$ cat src/rtl/qcf_pkg.sv
`default_nettype none
// ----------------------------------------------------------------------------
// qcf_pkg
// Shared types and codes for the quantum-charging process queue.
// ----------------------------------------------------------------------------
package qcf_pkg;

	localparam int ID_W   = 8;
	localparam int TIME_W = 16;
	localparam int LIM_W  = 6;
	localparam int OCC_W  = 6;
	localparam int CFG_IDX_W  = 2;
	localparam int CFG_DATA_W = 16;

	// configuration register indexes
	localparam logic [CFG_IDX_W-1:0] REG_QUANTUM    = 2'd0;
	localparam logic [CFG_IDX_W-1:0] REG_DISCIPLINE = 2'd1;
	localparam logic [CFG_IDX_W-1:0] REG_CAP_LIMIT  = 2'd2;

	// reset values of the configuration registers
	localparam logic [TIME_W-1:0] QUANTUM_RST = 16'd8;
	localparam logic [LIM_W-1:0]  CAP_LIMIT_RST = 6'd32;

	typedef enum logic {
		DISC_RR   = 1'b0,
		DISC_FCFS = 1'b1
	} discipline_t;

	typedef enum logic {
		MODE_ENQ = 1'b0,
		MODE_DEQ = 1'b1
	} mode_t;

	typedef struct packed {
		logic [ID_W-1:0]   id;
		logic [TIME_W-1:0] remaining;
	} entry_t;

endpackage
`default_nettype wire

$ cat src/rtl/quantum_charging_fifo_core.sv
`default_nettype none
// ----------------------------------------------------------------------------
// quantum_charging_fifo_core
// Bounded FIFO of process entries (id, remaining burst) with burst charging.
// ----------------------------------------------------------------------------
// Result: done strobes in the cycle after its transaction
//   is taken (start high, busy low).
// Throughput: one transaction every cycle; the single-port entry memory is
//   written by an enqueue or read by a dequeue, never both in one cycle.
// busy never rises and the receiver cannot stall the result.
// Reset (arst_n low): pointers and count clear, registers take their reset
//   values; the entry memory is not cleared.
module quantum_charging_fifo_core import qcf_pkg::*; #(
	parameter int QUEUE_DEPTH = 32
) (
	input  wire logic              clk,
	input  wire logic              arst_n,
	// configuration write port
	input  wire logic              cfg_we,
	input  wire logic [CFG_IDX_W-1:0]  cfg_index,
	input  wire logic [CFG_DATA_W-1:0] cfg_wdata,
	// command side
	input  wire logic              start,
	output logic                   busy,
	input  wire logic              mode,
	input  wire logic [ID_W-1:0]   proc_id,
	input  wire logic [TIME_W-1:0] burst_ms,
	// result side
	output logic                   done,
	output logic                   accepted,
	output logic [ID_W-1:0]        out_id,
	output logic [TIME_W-1:0]      out_remaining_ms,
	output logic                   now_empty,
	output logic [OCC_W-1:0]       occupancy
);

	// pointer and count widths follow the depth
	localparam int PTR_W = (QUEUE_DEPTH > 1) ? $clog2(QUEUE_DEPTH) : 1;
	localparam int CNT_W = $clog2(QUEUE_DEPTH + 1);
	// common width for comparing the count against the configured limit
	localparam int CMP_W = (CNT_W > LIM_W) ? CNT_W : LIM_W;
	localparam logic [PTR_W-1:0] LAST_SLOT = PTR_W'(QUEUE_DEPTH - 1);
	localparam logic [CMP_W-1:0] DEPTH_CMP = CMP_W'(QUEUE_DEPTH);
	localparam logic [PTR_W-1:0] PTR_ONE = PTR_W'(1);
	localparam logic [CNT_W-1:0] CNT_ONE = CNT_W'(1);

	// configuration registers
	logic [TIME_W-1:0] quantum_q;
	discipline_t       discipline_q;
	logic [LIM_W-1:0]  cap_limit_q;

	// queue control state
	logic [PTR_W-1:0] rd_ptr_q;
	logic [PTR_W-1:0] wr_ptr_q;
	logic [CNT_W-1:0] count_q;

	// entry memory, one synchronous port
	entry_t mem_q [QUEUE_DEPTH];
	entry_t rd_data_s1;

	// result stage
	logic             done_s1;
	logic             ok_s1;
	logic             deq_s1;

	logic             take;
	logic             is_deq;
	logic             full;
	logic             limit_used;
	logic [CMP_W-1:0] count_cmp;
	logic [CMP_W-1:0] limit_cmp;
	logic             enq_ok;
	logic             deq_ok;
	logic [TIME_W-1:0] charged;
	logic [PTR_W-1:0] rd_ptr_nxt;
	logic [PTR_W-1:0] wr_ptr_nxt;

	// The queue answers every cycle, so never hold the command side off.
	assign busy   = 1'b0;
	assign take   = start && !busy;
	assign is_deq = (mode_t'(mode) == MODE_DEQ);

	// Effective limit: zero or anything above the depth acts as the depth.
	always_comb begin
		count_cmp  = CMP_W'(count_q);
		limit_cmp  = CMP_W'(cap_limit_q);
		limit_used = (cap_limit_q != '0) && (limit_cmp <= DEPTH_CMP);
		full       = (count_cmp >= DEPTH_CMP) || (limit_used && (count_cmp >= limit_cmp));
	end

	assign enq_ok = take && !is_deq && !full;
	assign deq_ok = take && is_deq && (count_q != '0);

	// Charge the burst: round robin drops one quantum clamped at zero,
	// first come first served drops the lot.
	always_comb begin
		unique case (discipline_q)
			DISC_FCFS: charged = '0;
			DISC_RR:   charged = (burst_ms > quantum_q) ? (burst_ms - quantum_q) : '0;
			default:   charged = '0;
		endcase
	end

	// Advance pointers with wrap at the last slot.
	assign rd_ptr_nxt = (rd_ptr_q == LAST_SLOT) ? '0 : rd_ptr_q + PTR_ONE;
	assign wr_ptr_nxt = (wr_ptr_q == LAST_SLOT) ? '0 : wr_ptr_q + PTR_ONE;

	// Configuration registers; writes to unused indexes are dropped.
	always_ff @(posedge clk or negedge arst_n) begin
		if (!arst_n) begin
			quantum_q    <= QUANTUM_RST;
			discipline_q <= DISC_RR;
			cap_limit_q  <= CAP_LIMIT_RST;
		end else if (cfg_we) begin
			unique case (cfg_index)
				REG_QUANTUM:    quantum_q    <= cfg_wdata;
				REG_DISCIPLINE: discipline_q <= discipline_t'(cfg_wdata[0]);
				REG_CAP_LIMIT:  cap_limit_q  <= cfg_wdata[LIM_W-1:0];
				default: ;
			endcase
		end
	end

	// Pointers and count: only one of enqueue and dequeue per transaction.
	always_ff @(posedge clk or negedge arst_n) begin
		if (!arst_n) begin
			rd_ptr_q <= '0;
			wr_ptr_q <= '0;
			count_q  <= '0;
		end else if (enq_ok) begin
			wr_ptr_q <= wr_ptr_nxt;
			count_q  <= count_q + CNT_ONE;
		end else if (deq_ok) begin
			rd_ptr_q <= rd_ptr_nxt;
			count_q  <= count_q - CNT_ONE;
		end
	end

	// Entry memory: write the charged entry, or read the oldest one.
	// A dequeue of a slot always comes in a later transaction than the
	// enqueue that wrote it, so no forwarding is needed.
	always_ff @(posedge clk) begin
		if (enq_ok) begin
			mem_q[wr_ptr_q] <= '{id: proc_id, remaining: charged};
		end
		if (deq_ok) begin
			rd_data_s1 <= mem_q[rd_ptr_q];
		end
	end

	// Result stage: one strobe per transaction.
	always_ff @(posedge clk or negedge arst_n) begin
		if (!arst_n) begin
			done_s1 <= 1'b0;
			ok_s1   <= 1'b0;
			deq_s1  <= 1'b0;
		end else begin
			done_s1 <= take;
			ok_s1   <= enq_ok || deq_ok;
			deq_s1  <= deq_ok;
		end
	end

	// The count register already holds the post-transaction value while the
	// result is shown; the next transaction updates it at the end of that cycle.
	assign done             = done_s1;
	assign accepted         = ok_s1;
	assign out_id           = deq_s1 ? rd_data_s1.id : '0;
	assign out_remaining_ms = deq_s1 ? rd_data_s1.remaining : '0;
	assign now_empty        = (count_q == '0);
	assign occupancy        = OCC_W'(count_q);

	// ---------------------------------------------------------------------
	// Assertions
	// ---------------------------------------------------------------------
	a_count_bound: assert property (@(posedge clk) disable iff (!arst_n)
		CMP_W'(count_q) <= DEPTH_CMP)
		else $error("entry count above queue depth");

	a_one_result: assert property (@(posedge clk) disable iff (!arst_n)
		take |=> done)
		else $error("transaction without result strobe");

	a_deq_nonempty: assert property (@(posedge clk) disable iff (!arst_n)
		deq_ok |-> count_q != '0 && !enq_ok)
		else $error("dequeue from empty queue or mixed transaction");

	a_refused_holds: assert property (@(posedge clk) disable iff (!arst_n)
		(done && !accepted) |-> count_q == $past(count_q))
		else $error("refused transaction changed the count");

endmodule
`default_nettype wire

$ cat config.mk
export PLATFORM = sky130hd
export DESIGN_NAME = quantum_charging_fifo_core
export DESIGN_NICKNAME = d
export VERILOG_FILES = /design/src/rtl/qcf_pkg.sv /design/src/rtl/quantum_charging_fifo_core.sv
export SDC_FILE = /design/constraint.sdc
export NUM_CORES = 1
export LEC_CHECK = 0
export ABC_CLOCK_PERIOD_IN_PS = 13700
export BUFFER_PORTS_ARGS = -buffer_cell sky130_fd_sc_hd__buf_2
export CORE_MARGIN = 1
export CORE_UTILIZATION = 35
export DETAILED_ROUTE_END_ITERATION = 16
export PLACE_DENSITY = 0.5
export REMOVE_ABC_BUFFERS = 1
export SYNTH_ARGS = -nofsm -noshare
export SYNTH_HDL_FRONTEND = slang
export SYNTH_SLANG_ARGS = --single-unit
$ cat constraint.sdc
create_clock -name clk -period 13.7 [get_ports clk]
set_input_delay 0.685 -clock clk [delete_from_list [all_inputs] [get_ports clk]]
set_output_delay 0.685 -clock clk [all_outputs]
set_load 0.01 [all_outputs]
# After elaboration in Yosys (flattened, before gate mapping)

Memories as Yosys holds them, arrays and structs flattened. A register that Yosys moved wholly into a read port is not among the register bits.
Cells that the tools add are included.

Memories kept: 1
Input port bits: 47
Register bits after elaboration: 42
Memory bits (writable): 768
Logic and storage cells: 54
Output and inout bits: 34

Memories:

| name  | depth | bits a word | read ports | clocked after Yosys merged registers in | write ports | RTL line                         | RTL |
|---|---|---|---|---|---|---|---|
| mem_q | 32    | 24          | 1          | 1                                       | 1           | quantum_charging_fifo_core.sv:58 | `entry_t mem_q [QUEUE_DEPTH];` |

Equal/unequal tests: 4
Add/sub/neg operators: 5
Bitwise gates (word level): 2
Magnitude comparators: 4
Multiplexer cells: 10
Reduce and logical (&&, ||, !) cells: 19

Operator list:

| kind                                                                | number |
|---|---|
| 16-bit two-way mux                                                  | 2 |
| 16-bit case mux with 2 select lines                                 | 1 |
| 16-bit greater-than comparator                                      | 1 |
| 16-bit subtractor                                                   | 1 |
| 6-bit two-way mux                                                   | 2 |
| 6-bit nonzero test                                                  | 2 |
| 5-bit by 1-bit adder with 5-bit output (second input constant)      | 2 |
| 5-bit == test (second input constant)                               | 2 |
| 5-bit two-way mux                                                   | 2 |
| 8-bit two-way mux                                                   | 1 |
| 2-bit AND reduction                                                 | 4 |
| 6-bit by 1-bit adder with 6-bit output (second input constant)      | 1 |
| 6-bit greater-or-equal comparator                                   | 1 |
| 6-bit greater-or-equal comparator (second input constant)           | 1 |
| 6-bit <= comparator (second input constant)                         | 1 |
| 1-bit logical AND                                                   | 6 |
| 6-bit logical NOT                                                   | 1 |
| 6-bit by 1-bit subtractor with 6-bit output (second input constant) | 1 |
| 2-bit by 1-bit == test with 1-bit output (second input constant)    | 1 |
| 2-bit == test (second input constant)                               | 1 |
| 1-bit logical NOT                                                   | 2 |
| 2-bit logical NOT                                                   | 1 |
| 1-bit logical OR                                                    | 2 |
| 1-bit two-way mux                                                   | 2 |
| other kinds (2)                                                     | 3 |

# Longest topological paths before layout

Depth after elaboration: 8
Gate-level depth with buffers: 14
Mapped depth without buffers: 13

# Worst setup path before layout

No wires, ideal clock.

Kind: reg2reg
Start: register cap_limit_q[5]
End: memory mem_q[3][0] (netlist bit), enable pin
Slack: 9.051 ns
Clock period less this slack: 4.649 ns
Data required time: 13.233 ns
Buffers on the path: 0
Cell stages (with the launch flop): 7
Arrival time: 4.183 ns
Setup time: 0.467 ns
Cell sequence: dfstp_2 -> inv_1 -> ha_1 -> and3_1 -> a221oi_2 -> o211ai_1 -> nor4_1

Word-level cells in the longest chain between the ends: 8
Elaborated cells between the ends (all ways): 10
Those cells by class: order compare (2); mux (2); reduce/logical (6)

RTL lines:

| item                                                      | RTL line                          | RTL |
|---|---|---|
| start, declared                                           | quantum_charging_fifo_core.sv:50  | `logic [LIM_W-1:0] cap_limit_q;` |
| start signal, assigned                                    | quantum_charging_fifo_core.sv:118 | `REG_CAP_LIMIT: cap_limit_q <= cfg_wdata[LIM_W-1:0];` |
| 6-bit <= comparator or 6-bit nonzero test (tied branches) | quantum_charging_fifo_core.sv:87  | `limit_used = (cap_limit_q != '0) && (limit_cmp <= DEPTH_CMP);` |
| 1-bit logical AND                                         | quantum_charging_fifo_core.sv:87  |  |
| 1-bit logical AND *                                       | quantum_charging_fifo_core.sv:88  | `full = (count_cmp >= DEPTH_CMP) \|\| (limit_used && (count_cmp >= limit_cmp));` |
| 1-bit logical OR *                                        | quantum_charging_fifo_core.sv:88  |  |
| 1-bit logical NOT *                                       | quantum_charging_fifo_core.sv:91  | `assign enq_ok = take && !is_deq && !full;` |
| 1-bit logical AND *                                       | quantum_charging_fifo_core.sv:91  |  |
| 1-bit two-way mux *                                       | quantum_charging_fifo_core.sv:143 | `if (enq_ok) begin` |
| 1-bit two-way mux (implied by the code) *                 | quantum_charging_fifo_core.sv:144 | `mem_q[wr_ptr_q] <= '{id: proc_id, remaining: charged};` |
| end, declared                                             | quantum_charging_fifo_core.sv:58  |  |

Every way passes the cells marked *; elsewhere a longest branch is shown, timed or not.

==> results.sh <==
export IMPL_seq_area_mm2=0.0248
export IMPL_period_needed_ps=3910
export IMPL_layoutNonFillerInstCount=3119
export IMPL_relSlewSlack_pct=8.09
export IMPL_post_route_period_util_pct=28.5
export IMPL_io_buffers=79
export IMPL_cts_hold_fix_buffers=0
export IMPL_fin_util_pct=40.8
export IMPL_cts_clk_slew_worst_paths_ps=60
export IMPL_layout_nets=1866
export IMPL_route_detailed_drc=0
export IMPL_r2r_end="rd_data_s1[1]"
export IMPL_multi_input_area_mm2=0.00842
export IMPL_numClockSinks=834
export IMPL_grt_max_degree=62
export IMPL_hold_viol_final=0
export IMPL_numCtsBuffers=87
export IMPL_async_flop_share_pct=5.04
export IMPL_rsz0062_at_grt="no"
export IMPL_synth_main_ff_cell="edfxtp_1"
export IMPL_die_area_mm2=0.0969
export IMPL_wl_per_cell_um=27.6
export IMPL_setup_tns_ps=0
export IMPL_endpoint_kind="flip-flop"
export IMPL_clock_skew_ps=21.5
export IMPL_fillers=8388
export IMPL_wl_um=85900
export IMPL_hold_path_class="in2async"
export IMPL_ys_warn_count=0
export IMPL_r2r_start="rd_ptr_q[0]"
export IMPL_hpwl_um=41600
export IMPL_die_h_um=311
export IMPL_synth_cell_types=64
export IMPL_cts_tree="built"
export IMPL_clk_path_buf_depth=3
export IMPL_syn_inst=1635
export IMPL_viasPerCell=5.34
export IMPL_tightest_slew_ps=1380
export IMPL_track_usage_pct=17.9
export IMPL_post_cts_setup_buffer_count=0
export IMPL_dp_cells=2960
export IMPL_rrSetupSlack_ps=9790
export IMPL_power_density_mw_per_mm2=174
export IMPL_worstPathMaxFanout=50
export IMPL_layout_drive_gt1_share_pct=28.9
export IMPL_irDropWorstVdd_uv=96.6
export IMPL_grt_pass1_vias=17365
export IMPL_netlist_area_mm2=0.0335
export IMPL_antenna_found_initial=1
export IMPL_core_rowCount=113
export IMPL_synth_edf_count=792
export IMPL_grt_pass1_wl_um=123000
export IMPL_core_mm2=0.0949
export IMPL_routabilityCongestion=0.762
export IMPL_die_x_um=311
export IMPL_ant_nets=0
export IMPL_firstDrtPassIters=7
export IMPL_crit_type="reg2reg"
export IMPL_syn_avg_cell_area_um2=20.5
export IMPL_vias=16640
export IMPL_synth_largest_area_cell="edfxtp_1"
export IMPL_cp_data_arrival_time_ps=4260
export IMPL_fmaxAchievable_mhz=256
export IMPL_required_ps=14060
export IMPL_synth_seq_area_share_pct=74.2
export IMPL_cp_start_kind="flip-flop"
export IMPL_p_leak_nw=13.2
export IMPL_p_total_mw=6.72
export IMPL_synth_top_area_share_pct=71.0
export IMPL_post_cts_resized=0
export IMPL_overflow=0
export IMPL_synthTopCellsByArea="edfxtp_1, mux4_2, dfrtp_1, mux2i_1, ha_1"
export IMPL_ios=81
export IMPL_antenna_diode_count=0
export IMPL_start_util_pct=35.3
export IMPL_htreeDepth=3
export IMPL_drtIter0Drc=1566
export IMPL_clock_latency_ps=650
export IMPL_area_growth_pct=15.5
export IMPL_yosys_register_bits=834
export IMPL_r2r_cells=6
export IMPL_drv_slew=0
export IMPL_status="complete, no violations"
export IMPL_finalSetupViolCount=0
export IMPL_drv_cap=0
export IMPL_clockRootBuffer="clkbuf_16"
## sequential cells by signal, indices dropped and copies added, names as in the netlist
name          count
occupancy         6
quantum_q        16
rd_data_s1       24
rd_ptr_q          5
cap_limit_q       6
discipline_q      1
done              1
deq_s1            1
mem_q           768
accepted          1
wr_ptr_q          5
## critical path, cell delays in order, from the launching register on
cell      delay, ps
dfrtp_4         980
buf_4           670
buf_4           890
mux4_2          630
mux2i_1         150
a22o_1          200
a221oi_1         50
## worst max-delay path by stage
| stage | startpoint | end | slack, ps | cells after the start |
|---|---|---|---|---|
| after floorplan | rd_ptr_q[0] | rd_data_s1[22] | 4880 | 4 |
| after global placement | rd_ptr_q[0] | rd_data_s1[1] | 9580 | 6 |
| after detailed placement | rd_ptr_q[0] | rd_data_s1[18] | 9620 | 6 |
| after CTS | rd_ptr_q[0] | rd_data_s1[18] | 9590 | 6 |
| after global routing | rd_ptr_q[0] | rd_data_s1[1] | 9330 | 6 |
| final | rd_ptr_q[0] | rd_data_s1[1] | 9790 | 6 |
## stage by stage
step	setup WS, ps	hold WS [ps]	area [um^2]
after floorplan	4880	389	33100
after global placement	9580	506	35800
after detailed placement	9620	509	35800
after CTS	9590	132	38700
after global routing	9330	161	38700
final	9790	135	38700
## cells by family (layout without fill, tap and decap cells)
family	Yosys count	after routing	share of synthesized area, %
buffers and inverters	118	337	1.67
other	1	1	0.0112
muxes	306	306	16.4
DFF	834	834	74.2
adders and majority gates	35	35	1.35
xor gates and xnor gates	10	10	0.284
and+or+nand+nor	181	181	2.79
AOI/OAI and AO/OA	150	150	3.32
## synth_stat cells, types with 3 or more instances
library cell    n
a221oi_1       24
o21ai_0        32
o211ai_1        6
xor2_1          3
o221ai_1        3
nor4_1          5
a21oi_1        19
dfrtp_1        40
mux4_2        192
nor2_1         50
a21o_1          8
nor3_1         12
buf_1           5
ha_1           33
a211oi_1        3
buf_2          22
a22o_1         24
o21a_1          5
nand3b_1        6
nor2b_1        11
edfxtp_1      792
mux2i_1        99
and2_1         29
buf_6           3
xnor2_1         6
clkbuf_1       36
buf_4          18
nand2_1        37
inv_1          34
o31a_1          3
nand3_1         5
nor3b_1         5
mux2_2         13
nand4_1         4
and3_1          7
a31oi_1         3
## metal layers
| metal | track usage (%) | up-vias | share of wire (%) |
|---|---|---|---|
| met5 | 0 | - | 0 |
| met2 | 28.7 | 489 | 48 |
| met4 | 4.34 | 0 | 1.9 |
| met3 | 2.61 | 105 | 5.3 |
| li1 | - | 7071 | - |
| met1 | 25.6 | 8975 | 45 |
## layout by cell type (no fill, tap or decap), drive strengths merged, types with 20 or more instances in the layout
cell	instances
edfxtp	792
a21oi	20
clkbuf	110
a221oi	25
nand2	37
dfrtp	40
buf	144
ha	33
inv	40
and2	29
mux4	192
o21ai	32
nor2	51
clkinv	30
a22o	24
mux2i	99
## power by group
part	switching, mW	internal (mW)
Combinational	0.735	0.575
Sequential	0.0936	2.97
Clock	0.983	1.36
## final cells by class
cell class | instances | share of cell area, %
Sequential cell | 834 | 64.3
Timing Repair Buffer | 144 | 2.28
Multi-Input combinational cell | 683 | 21.8
Inverter | 34 | 0.330
Clock buffer | 110 | 5.93
Tap cell | 1265 | 4.09
Clock inverter | 49 | 1.33
Note: power is estimated with default switching activity, not from simulation.
